<file path="config.mk">
export PLATFORM = sky130hd
export DESIGN_NAME = grc_front
export DESIGN_NICKNAME = d
export VERILOG_FILES = /design/src/design/grc_pkg.sv /design/src/design/grc_front.sv
export VERILOG_INCLUDE_DIRS = /design/src /design/src/design
export SDC_FILE = /design/constraint.sdc
export NUM_CORES = 1
export LEC_CHECK = 0
export CORE_MARGIN = 1.5
export CORE_UTILIZATION = 55
export DETAILED_ROUTE_END_ITERATION = 10
export DONT_BUFFER_PORTS = 1
export HOLD_SLACK_MARGIN = 0.15
export PLACE_DENSITY = 0.84
export SYNTH_ARGS = -nofsm -noshare
export SYNTH_HDL_FRONTEND = slang
export SYNTH_SLANG_ARGS = --single-unit
</file>
<file path="constraint.sdc">
create_clock -name clk -period 2.3 [get_ports clk]
set_clock_uncertainty 0.05 [all_clocks]
set_input_delay 0.23 -clock clk [delete_from_list [all_inputs] [get_ports clk]]
set_output_delay 0.23 -clock clk [all_outputs]
set_load 0.1 [all_outputs]
</file>
<file path="src/design/assert_macros.svh">
// Assertion macros shared by the ray caster modules.
`ifndef ASSERT_MACROS_SVH
`define ASSERT_MACROS_SVH

// Same-cycle implication, checked out of reset.
`define ASSERT_IMPL(lbl, ante, cons) \
    lbl: assert property (@(posedge clk) disable iff (!rst_n) (ante) |-> (cons)) \
        else $error("implication check failed");

// Next-cycle implication, checked out of reset.
`define ASSERT_NEXT(lbl, ante, cons) \
    lbl: assert property (@(posedge clk) disable iff (!rst_n) (ante) |=> (cons)) \
        else $error("next-cycle check failed");

`endif

</file>
<file path="src/design/grc_pkg.sv">
// Types, constants and codes shared by the grid ray caster.
package grc_pkg;

    localparam int FRAC_BITS    = 16;
    localparam int MAP_DIM      = 32;
    localparam int SCREEN_WIDTH = 1024;
    localparam int SCREEN_SHIFT = $clog2(SCREEN_WIDTH);

    localparam int CELL_W  = 5;
    localparam int ADDR_W  = 2 * CELL_W;
    localparam int VAL_W   = 8;
    localparam int COL_W   = 10;
    localparam int POS_W   = 21;
    localparam int VEC_W   = 24;
    localparam int SCALE_W = 16;
    localparam int CAM_W   = FRAC_BITS + 2;
    localparam int PROD_W  = VEC_W + CAM_W;
    localparam int RAY_W   = FRAC_BITS + 9;
    localparam int DIST_W  = 24;
    localparam int HGT_W   = 16;
    localparam int DIV_W   = 40;
    localparam int DVS_W   = RAY_W;
    localparam int SUM_W   = 32;
    localparam int MC_W    = CELL_W + 2;
    localparam int STEP_LIMIT = 2 * MAP_DIM + 2;
    localparam int STEP_W  = $clog2(STEP_LIMIT + 1);
    localparam int Q_DEPTH = 2;
    localparam int MAP_CELLS = MAP_DIM * MAP_DIM;

    typedef enum logic [0:0] {
        OP_WRITE = 1'b0,
        OP_CAST  = 1'b1
    } op_t;

    typedef enum logic [2:0] {
        REG_POS_X      = 3'd0,
        REG_POS_Y      = 3'd1,
        REG_DIR_X      = 3'd2,
        REG_DIR_Y      = 3'd3,
        REG_PLANE_X    = 3'd4,
        REG_PLANE_Y    = 3'd5,
        REG_WALL_SCALE = 3'd6
    } reg_idx_t;

    typedef struct packed {
        op_t               op;
        logic [COL_W-1:0]  column;
        logic [CELL_W-1:0] cell_x;
        logic [CELL_W-1:0] cell_y;
        logic [VAL_W-1:0]  value;
    } item_t;

    typedef struct packed {
        logic [POS_W-1:0]   pos_x;
        logic [POS_W-1:0]   pos_y;
        logic [VEC_W-1:0]   dir_x;
        logic [VEC_W-1:0]   dir_y;
        logic [VEC_W-1:0]   plane_x;
        logic [VEC_W-1:0]   plane_y;
        logic [SCALE_W-1:0] wall_scale;
    } cam_cfg_t;

    typedef struct packed {
        logic [COL_W-1:0]  column;
        logic [CELL_W-1:0] hit_x;
        logic [CELL_W-1:0] hit_y;
        logic              side;
        logic [DIST_W-1:0] perp_dist;
        logic [HGT_W-1:0]  height;
        logic              escaped;
    } result_t;

    typedef enum logic [3:0] {
        S_IDLE, S_CAM, S_RAY, S_DXS, S_DXW, S_DYS, S_DYW, S_SXI,
        S_SYI, S_STEP, S_CHECK, S_PS, S_PW, S_HS, S_HW, S_FIN
    } back_state_t;

endpackage

</file>
<file path="src/design/grc_front.sv">
// Front end: takes input words, classifies them and queues them for the back end.
`include "assert_macros.svh"
module grc_front
    import grc_pkg::*;
#(
    parameter int DEPTH = Q_DEPTH
) (
    input  logic              clk,
    input  logic              rst_n,
    input  logic              push,
    output logic              full,
    input  logic              func,
    input  logic [COL_W-1:0]  column,
    input  logic [CELL_W-1:0] cell_x,
    input  logic [CELL_W-1:0] cell_y,
    input  logic [VAL_W-1:0]  cell_value,
    input  logic              q_pop,
    output logic              q_empty,
    output item_t             q_item
);

    localparam int PTR_W = (DEPTH > 1) ? $clog2(DEPTH) : 1;
    localparam int CNT_W = $clog2(DEPTH + 1);

    item_t            entries [DEPTH];
    logic [PTR_W-1:0] wr_ptr_reg, rd_ptr_reg;
    logic [CNT_W-1:0] cnt_reg;
    logic             do_push, do_pop;
    item_t            in_item;

    always_comb
    begin
        in_item.op     = func ? OP_CAST : OP_WRITE;
        in_item.column = column;
        in_item.cell_x = cell_x;
        in_item.cell_y = cell_y;
        in_item.value  = cell_value;
    end

    assign full    = (cnt_reg == CNT_W'(DEPTH));
    assign q_empty = (cnt_reg == '0);
    assign do_push = push && !full;
    assign do_pop  = q_pop && !q_empty;
    assign q_item  = entries[rd_ptr_reg];

    always_ff @(posedge clk)
    begin
        if (do_push)
        begin
            entries[wr_ptr_reg] <= in_item;
        end
    end

    // pointers wrap on their own only when depth is a power of two; the block does not check this
    always_ff @(posedge clk or negedge rst_n)
    begin
        if (!rst_n)
        begin
            wr_ptr_reg <= '0;
            rd_ptr_reg <= '0;
            cnt_reg    <= '0;
        end
        else
        begin
            if (do_push)
            begin
                wr_ptr_reg <= wr_ptr_reg + 1'b1;
            end
            if (do_pop)
            begin
                rd_ptr_reg <= rd_ptr_reg + 1'b1;
            end
            if (do_push && !do_pop)
            begin
                cnt_reg <= cnt_reg + 1'b1;
            end
            else if (do_pop && !do_push)
            begin
                cnt_reg <= cnt_reg - 1'b1;
            end
        end
    end

    `ASSERT_NEXT(a_fill_tracks, do_push && !do_pop, cnt_reg == $past(cnt_reg) + 1'b1)

endmodule

</file>
Word level (Yosys, flattened, before mapping)

Memories as Yosys holds them, arrays and structs flattened.
Index checks and enable logic that the tools add are counted.

Bits in registers: 4
Memory bits (writable): 58
Input port bits: 33
Output and inout port bits: 31
Logic and storage cells: 24
Memories: 1

Add/subtract/negate cells: 4
Equality and inequality tests: 1
Mux-type cells: 5
Reductions and logical operators: 10

Memories:

| name    | words | bits a word | rd ports | clocked after memory_dff | write ports | RTL line        | RTL |
|---|---|---|---|---|---|---|---|
| entries | 2     | 29          | 1        | 0                        | 1           | grc_front.sv:25 | `item_t entries [DEPTH];` |

Operators with widths:

| cell                  | number |
|---|---|
| $logic_and A1 B1 Y1   | 4 |
| $logic_not A1 Y1      | 4 |
| $mux W2               | 2 |
| $mux W1               | 3 |
| $add A1 B1 Y1 const B | 2 |
| $add A2 B1 Y2 const B | 1 |
| $eq A2 B2 Y1 const B  | 1 |
| $logic_not A2 Y1      | 1 |
| $reduce_bool A2 Y1    | 1 |
| $sub A2 B1 Y2 const B | 1 |

Longest topological paths before layout

Gate-level depths: netlist of run 1.

Depth in word-level cells: 7
Mapped depth: 7
Mapped depth without buffers: 7

Least setup slack after synthesis of run 1

No wires, ideal clock.

Kind: register -> register
From: register cnt_reg[0]
To: memory entries[0][0] (netlist bit) (enable)
Setup time: 0.415 ns
Arrival time: 1.880 ns
Required time: 1.835 ns
Setup slack: -0.045 ns
Cell stages (with the launch flop): 4
Path buffers: 0
Period minus slack after synthesis: 2.345 ns
Cell sequence: dfrtp_1 nand2b_1 nand2_1 nor2_1

Longest elaborated chain between the ends: 5

Ends and longest elaborated chain:

| element                       | RTL line        | RTL |
|---|---|---|
| start: declaration            | grc_front.sv:27 | `logic [CNT_W-1:0] cnt_reg;` |
| start signal: assignment      | grc_front.sv:75 | `cnt_reg <= cnt_reg + 1'b1;` |
| start signal: assignment      | grc_front.sv:79 | `cnt_reg <= cnt_reg - 1'b1;` |
| $eq A2 B2 Y1                  | grc_front.sv:40 | `assign full = (cnt_reg == CNT_W'(DEPTH));` |
| $logic_not A1 Y1              | grc_front.sv:42 | `assign do_push = push && !full;` |
| $logic_and A1 B1 Y1           | grc_front.sv:42 |  |
| $mux W1                       | grc_front.sv:48 | `if (do_push)` |
| $mux W1 (implied by the code) | grc_front.sv:50 | `entries[wr_ptr_reg] <= in_item;` |
| end: declaration              | grc_front.sv:25 |  |

Every way passes these cells.

==> results of run 1 <==
stage by stage:
step,utilization (%),instance area (sq um)
floorplan,-,2410
global placement,61.2,2520
detailed placement,61.2,2520
CTS,73.6,3030
global route,73.6,3030
finish,73.6,3030
logic make-up (layout without fill, tap and decap cells):
| family | Yosys count | after routing | share of synthesized area [%] |
|---|---|---|---|
| compound gates | 1 | 1 | 0.208 |
| mux | 29 | 29 | 18.1 |
| flops | 62 | 62 | 76.5 |
| simple gates | 6 | 6 | 1.14 |
| xor+xnor | 5 | 5 | 1.82 |
| buf+inv | 5 | 56 | 1.72 |
| fa+ha+maj | 1 | 1 | 0.520 |
cells in the mapped netlist (all sizes together):
cell type  count
and3           1
buf            3
dfrtp          4
edfxtp        58
ha             1
inv            2
mux2          29
nand2          1
nand2b         1
nor2           3
o21ai          1
xnor2          3
xor2           2
critical path: stages (launching register included):
cell and delay, ps:
dfrtp_2 530, buf_12 250, mux2_4 460
worst max path at each step:
| stage | startpoint | endpoint | slack [ps] | cells past startpoint |
|---|---|---|---|---|
| 2_1_floorplan | cnt_reg[0]$_DFFE_PN0P_ | q_empty | 330 | 1 |
| 3_3_place_gp | cnt_reg[0]$_DFFE_PN0P_ | entries[0][21]$_DFFE_PP_ | 710 | 4 |
| 3_5_place_dp | cnt_reg[0]$_DFFE_PN0P_ | entries[0][21]$_DFFE_PP_ | 610 | 4 |
| 4_1_cts | rd_ptr_reg$_DFFE_PN0P_ | q_item[22] | 420 | 2 |
| 5_1_grt | rd_ptr_reg$_DFFE_PN0P_ | q_item[24] | 380 | 2 |
| 6_report | rd_ptr_reg$_DFFE_PN0P_ | q_item[26] | 450 | 2 |
routing by layer:
layer  global-route usage, %  share of wire [%]
met4                    8.50               0.23
met3                    8.19                8.4
met1                    17.4                 35
met2                    29.6                 56
met5                       0                  0
layout make-up:
class	instances	area (sq um)	share of cell area (%)
Sequential cell	62	1840	60.8
Timing Repair Buffer	38	405	13.4
Inverter	2	7.51	0.248
Clock buffer	11	131	4.34
Multi-Input combinational cell	42	529	17.5
Clock inverter	5	50.0	1.65
Tap cell	50	62.6	2.07
==> flow_summary.ini, run 1 <==
[synth]
synthDistinctLibCells = 13
seq_area_frac_synth_pct = 76.5
synth_fp_nets = 143
syn_area_sq_um = 2410
ys_seq_elements = 62
synthCells = 109
synth.area.top_cells = edfxtp_1 72%, mux2_4 18%, dfrtp_1 4.2%
synth_top_area_share_pct = 72.3
yosysTopAreaCell = edfxtp_1
synth-warning-count = 0
synth.avg_cell_area_sq_um = 22.1

[setup_path]
arrival_ps = 1570
reg2reg_slack_ps = 580
startpoint_type = flip-flop
end_kind = primary output
r2r_start = cnt_reg[0]$_DFFE_PN0P_
required_ps = 2020
worstRegToRegCells = 4
crit_fanout = 23
r2r-end = entries[0][10]$_DFFE_PP_
critical_path_class = flip-flop to primary output

[clocking]
root_buffer = clkbuf_8
numCtsBuffers = 9
cts-hold-fix-buffers = 33
cts_htree_levels = 3
cts_setup_buffers = 0
cts_sinks = 62
worst_skew_pair.late_latency_ps = 320
clk_pin_slew_ps = 70
cts_buffer_depth = 2
cts_tree = done
cts_resized = 0

[routing]
wl_per_cell_um = 18.3
initialDrtViolationCount = 80
drt-vias-per-instance = 5.17
finalWirelength_mm = 3.84
ant_nets = 0
dr.pass1.iters = 4
drc = 0
vias = 1086

[sta]
fin_worst_hold_slack_ps = 321
setup_slack_ps = 445
hold_violations = 0
fin_tns_setup_ps = 0
layout_min_cycle_time_ps = 1850
fin_crit_sh_pct = 80.6
relSlewSlack_pct = 71.7
fmax_ghz = 0.539
rsz0062_at_grt = no
setup_viol = 0
worstMarginPinSlew_ps = 424
slew_violations = 0

[cells_and_area]
largest_register_ffs = 58
area_growth_pct = 25.8
stdcell_count = 210
final_cell_mix = 58 x edfxtp_1, 33 x dlygate4sd3_1, 29 x mux2_4
final_common_cell = edfxtp_1
antennaDiodeCount = 0
nNetsFinal = 189
drive_above_1_share_pct = 30.6
nFillCells = 243

[min_path]
hold_path_class = input pin to flip-flop
min_to = entries[1][1]$_DFFE_PP_
hold_depth = 1
min-delay-start = push

[flow_run]
maxCapViolCount = 0

[global_routing]
grt_pass1_wl_mm = 6.10
grt_max_degree = 24
gr-usage-all-layers_pct = 17.2
grt_overflow = 0
grt_pass1_vias = 1236
antenna_found_initial = 0

[floorplan]
io_pins = 64
start_util_pct = 58.5
die_x_um = 69.2
core.rowCount = 23
dieArea_sq_um = 4780
core_area_sq_um = 4120
die_h_um = 69.2

[placed_design]
globalplace.congestion = 0.711
numPortBuffers = 0
pre_cts_slack_ps = 608
dp_hpwl_mm = 2.38
place_inst = 161

[outcome]
outcome = completed
Power of run 1 is not shown: default switching activity piles up to over one toggle a cycle in this logic, so the estimate is an artifact.
==> inputs of run 2 (changes only) <==
--- a/config.mk
+++ b/config.mk
@@ -11,7 +11,7 @@
 export DETAILED_ROUTE_END_ITERATION = 10
 export DONT_BUFFER_PORTS = 1
 export HOLD_SLACK_MARGIN = 0.15
-export PLACE_DENSITY = 0.84
+export PLACE_DENSITY = 0.81
 export SYNTH_ARGS = -nofsm -noshare
 export SYNTH_HDL_FRONTEND = slang
 export SYNTH_SLANG_ARGS = --single-unit
==> constraint.sdc (replaced) <==
create_clock -name clk -period 1.71 [get_ports clk]
set_clock_uncertainty 0.05 [all_clocks]
set_input_delay 0.171 -clock clk [delete_from_list [all_inputs] [get_ports clk]]
set_output_delay 0.171 -clock clk [all_outputs]
set_load 0.1 [all_outputs]
==> run 2 against run 1 <==
- non-clock buffer count rose by 8
- global-route usage rose by 2.1 points
- worst setup slack got worse by 380 ps
- via count rose by 6.9%
- critical path depth did not move
- register-to-register slack got worse by 500 ps
- critical path type unchanged
- largest cell class unchanged
- highest routed layer unchanged
==> flow_summary.ini, run 2 (synthesis gave the netlist of run 1 again) <==
[routing]
drt-vias-per-instance = 5.38
drc = 0
ant_nets = 0
dr.pass1.iters = 4
wl_per_cell_um = 19.8
finalWirelength_mm = 4.27
initialDrtViolationCount = 88
vias = 1161

[setup_path]
crit_fanout = 14
r2r_start = cnt_reg[0]$_DFFE_PN0P_
worstRegToRegCells = 7
r2r-end = cnt_reg[1]$_DFFE_PN0P_
critical_path_class = flip-flop to primary output
startpoint_type = flip-flop
startpoint = rd_ptr_reg$_DFFE_PN0P_
reg2reg_slack_ps = 80
arrival_ps = 1430
required_ps = 1490
end_kind = primary output

[floorplan]
core_area_sq_um = 4120
io_pins = 64
dieArea_sq_um = 4780
die_h_um = 69.2
start_util_pct = 58.5
core.rowCount = 23
die_x_um = 69.2

[cells_and_area]
nNetsFinal = 197
final_cell_mix = 58 x edfxtp_1, 33 x dlygate4sd3_1, 29 x mux2_4
antennaDiodeCount = 0
final_common_cell = edfxtp_1
area_growth_pct = 28.0
largest_register_ffs = 58
drive_above_1_share_pct = 35.5

[outcome]
outcome = completed

[min_path]
hold_depth = 2
min-delay-start = push
hold_path_class = input pin to flip-flop
min_to = entries[1][8]$_DFFE_PP_

[global_routing]
antenna_found_initial = 0
grt_overflow = 0
grt.busiest_layer = met2
gr-usage-all-layers_pct = 19.3
use_met3_pct = 9.06
grt_max_degree = 21
use_met1_pct = 18.3
grt_pass1_wl_mm = 6.42
grt_pass1_vias = 1186
grt_util_met2_pct = 34.4

[sta]
slew_violations = 0
fmax_ghz = 0.607
fin_crit_sh_pct = 96.3
fin_tns_setup_ps = 0
hold_violations = 0
setup_slack_ps = 63.5
rsz0062_at_grt = no
relSlewSlack_pct = 79.5
setup_viol = 0
worstMarginPinSlew_ps = 309
layout_min_cycle_time_ps = 1650

[clocking]
root_buffer = clkbuf_8
cts_tree = done
worst_skew_pair.late_latency_ps = 330
cts_sinks = 62
cts_buffer_depth = 2
cts_htree_levels = 3
numCtsBuffers = 9
clk_pin_slew_ps = 60

[placed_design]
globalplace.congestion = 0.682
pre_cts_slack_ps = 48.3
numPortBuffers = 0

[flow_run]
maxCapViolCount = 0
run 2: cell types whose count changed in the layout (fill, tap and decap cells not counted), sizes merged:
cell and delta:
clkbuf -1, clkinv +1, buf +8, clkinvlp -1, bufinv -1
run 2: worst max path at each step:
stage          slack, ps                       to  cells after the start
2_1_floorplan        120  entries[0][0]$_DFFE_PP_                      3
3_3_place_gp         190   cnt_reg[1]$_DFFE_PN0P_                      7
3_5_place_dp          50   cnt_reg[1]$_DFFE_PN0P_                      7
4_1_cts               40   cnt_reg[1]$_DFFE_PN0P_                      7
5_1_grt               20   cnt_reg[1]$_DFFE_PN0P_                      7
6_report              60               q_item[16]                      2
run 2: metal layers:
layer / wire length (um) / up-vias
met3: 296 / 13
met4: 136 / 0
met2: 2490 / 57
met1: 1350 / 566
li1: - / 525
met5: 0 / -
run 2: cell type report:
cell class / instances / area [sq um]
Sequential cell: 62 / 1840
Fill cell: 230 / 1030
Multi-Input combinational cell: 42 / 546
Timing Repair Buffer: 46 / 478
Clock buffer: 10 / 128
Tap cell: 50 / 62.6
Clock inverter: 4 / 16.3
Inverter: 2 / 7.51
run 2: worst max-delay path, cell delays in order, from the launching register on:
cell,delay [ps]
dfrtp_2,460
buf_12,180
mux2_4,440
run 2: timing repair:
action / CTS / global route
hold buffers: 33 / 0
pin swaps: 0 / 1
hold endpoints to repair: 64 / 0
endpoints found under the setup margin: 27 / 1
gates resized for setup: 1 / 2
setup buffers: 2 / 3
run 2: stage by stage:
step / std cells / area, sq um / hold WS, ps / util (%)
6_report: 216 / 3080 / 313 / 74.9
5_1_grt: 216 / 3080 / 314 / 74.9
4_1_cts: 213 / 3050 / 312 / 74.1
3_5_place_dp: 164 / 2560 / -174 / 62.2
3_3_place_gp: 164 / 2560 / -174 / 62.2
2_1_floorplan: 109 / 2420 / -175 / -
Power of run 2 is left out for the same reason.
==> inputs of run 3 (changes only) <==
--- a/config.mk
+++ b/config.mk
@@ -6,10 +6,12 @@
 export SDC_FILE = /design/constraint.sdc
 export NUM_CORES = 1
 export LEC_CHECK = 0
+export CORE_ASPECT_RATIO = 0.8
 export CORE_MARGIN = 1.5
 export CORE_UTILIZATION = 55
 export DETAILED_ROUTE_END_ITERATION = 10
 export DONT_BUFFER_PORTS = 1
+export GPL_TIMING_DRIVEN = 0
 export HOLD_SLACK_MARGIN = 0.15
 export PLACE_DENSITY = 0.81
 export SYNTH_ARGS = -nofsm -noshare
==> run 3 against run 2 <==
- die area hardly changed
- register-to-register slack barely moved
- critical path depth rose by 4
- utilization fell by 1.9 points
- first-iteration DRC count fell by 64%
- maximum frequency rose by 1.1%
- sequential share of layout area up 0.20 points
- cell count rose by 2.3%
- hold slack worse by 40 ps
- critical endpoint is now cnt_reg[1]$_DFFE_PN0P_
- highest routed layer unchanged
==> flow_summary.ini, run 3 (synthesis gave the netlist of run 1 again) <==
[outcome]
outcome = completed

[setup_path]
critical_path_class = flip-flop to flip-flop
worstRegToRegCells = 6
startpoint = cnt_reg[0]$_DFFE_PN0P_
path_buf_inv = 1
cp.depth = 6
r2r_start = cnt_reg[0]$_DFFE_PN0P_
crit_family = flip-flops
arrival_ps = 1820
crit_fanout = 5
crit_chain = nand2b_4 -> nand2_4 -> inv_1 -> ha_1 -> nor2_2 -> xor2_1
critPathSlowestCell = dfrtp_2
required_ps = 1900
slowest_delay_ps = 460
startpoint_type = flip-flop
end_kind = flip-flop

[clocking]
cts_sinks = 62
worst_skew_pair.late_latency_ps = 320
cts_tree = done
root_buffer = clkbuf_8
clk_pin_slew_ps = 60
numCtsBuffers = 9
cts_buffer_depth = 2
cts_htree_levels = 3

[floorplan]
die_h_um = 62.2
die_x_um = 77.0
dieArea_sq_um = 4790
core.rowCount = 21
io_pins = 64
start_util_pct = 57.3
core_area_sq_um = 4200

[cells_and_area]
stdcell_count = 221
area_growth_pct = 27.5
final_common_cell = edfxtp_1
final_util_pct = 73.0
nFillCells = 247
largest_register_ffs = 58
nNetsFinal = 193
final_cell_mix = 58 x edfxtp_1, 33 x dlygate4sd3_1, 29 x mux2_4
antennaDiodeCount = 0
drive_above_1_share_pct = 36.6

[routing]
drt-vias-per-instance = 4.99
initialDrtViolationCount = 32
finalWirelength_mm = 3.84
dr.pass1.iters = 4
ant_nets = 0
wl_per_cell_um = 17.4
vias = 1102
drc = 0

[min_path]
min-delay-start = push
hold_path_class = input pin to flip-flop
hold_depth = 1

[placed_design]
pre_cts_slack_ps = -149
numPortBuffers = 0
place_inst = 166
globalplace.congestion = 0.750
dp_hpwl_mm = 2.16

[global_routing]
grt_overflow = 0
grt_max_degree = 30
gr-usage-all-layers_pct = 18.0
grt_pass1_wl_mm = 6.09
antenna_found_initial = 0
grt_pass1_vias = 1221

[sta]
slew_violations = 0
fin_crit_sh_pct = 95.3
setup_slack_ps = 81.0
rsz0062_at_grt = no
fmax_ghz = 0.614
worstMarginPinSlew_ps = 623
hold_violations = 0
layout_min_cycle_time_ps = 1630
setup_viol = 0
relSlewSlack_pct = 58.4

[flow_run]
maxCapViolCount = 0
[run 3: timing repair]
action | CTS | global route
hold buffers | 33 | 0
pin swaps | 1 | 1
gates cloned | 1 | 0
endpoints found under the hold margin | 64 | 0
resized for setup | 4 | 6
buffers inserted | 0 | 5
setup endpoints to repair | 60 | 61
[run 3: layer usage]
| layer | GRT usage [%] | vias up | share of wire (%) |
|---|---|---|---|
| met1 | 20.6 | 533 | 39 |
| met4 | 6.94 | 0 | 1.1 |
| met3 | 8.97 | 7 | 7.8 |
| met5 | 0 | - | 0 |
| met2 | 29.0 | 44 | 52 |
| li1 | - | 518 | - |
[run 3: final timing paths]
check / to / slack [ps]
min reg2reg: cnt_reg[0]$_DFFE_PN0P_ / 520
min: entries[1][17]$_DFFE_PP_ / 270
max reg2reg: cnt_reg[1]$_DFFE_PN0P_ / 80
max: cnt_reg[1]$_DFFE_PN0P_ / 80
min in group asynchronous: cnt_reg[1]$_DFFE_PN0P_ / 590
max in group asynchronous: cnt_reg[0]$_DFFE_PN0P_ / 830
[run 3: final cells by class]
| class | instances | area (sq um) | area share (%) |
|---|---|---|---|
| clock buffer | 10 | 128 | 4.16 |
| timing repair buffer | 38 | 380 | 12.4 |
| sequential | 62 | 1840 | 60.0 |
| clock inverter | 6 | 28.8 | 0.938 |
| buffer | 3 | 33.8 | 1.10 |
| inverter | 2 | 11.3 | 0.367 |
| multi-input combinational | 43 | 573 | 18.7 |
| tap | 57 | 71.3 | 2.32 |
[run 3: stage by stage]
step	hold WS (ps)	area, sq um	TNS [ps]
6_report	272	3070	0
5_1_grt	274	3070	0
4_1_cts	424	3000	-2590
3_5_place_dp	-174	2490	-4820
3_3_place_gp	-174	2490	-1870
2_1_floorplan	-175	2420	0
Power of run 3 is left out for the same reason.
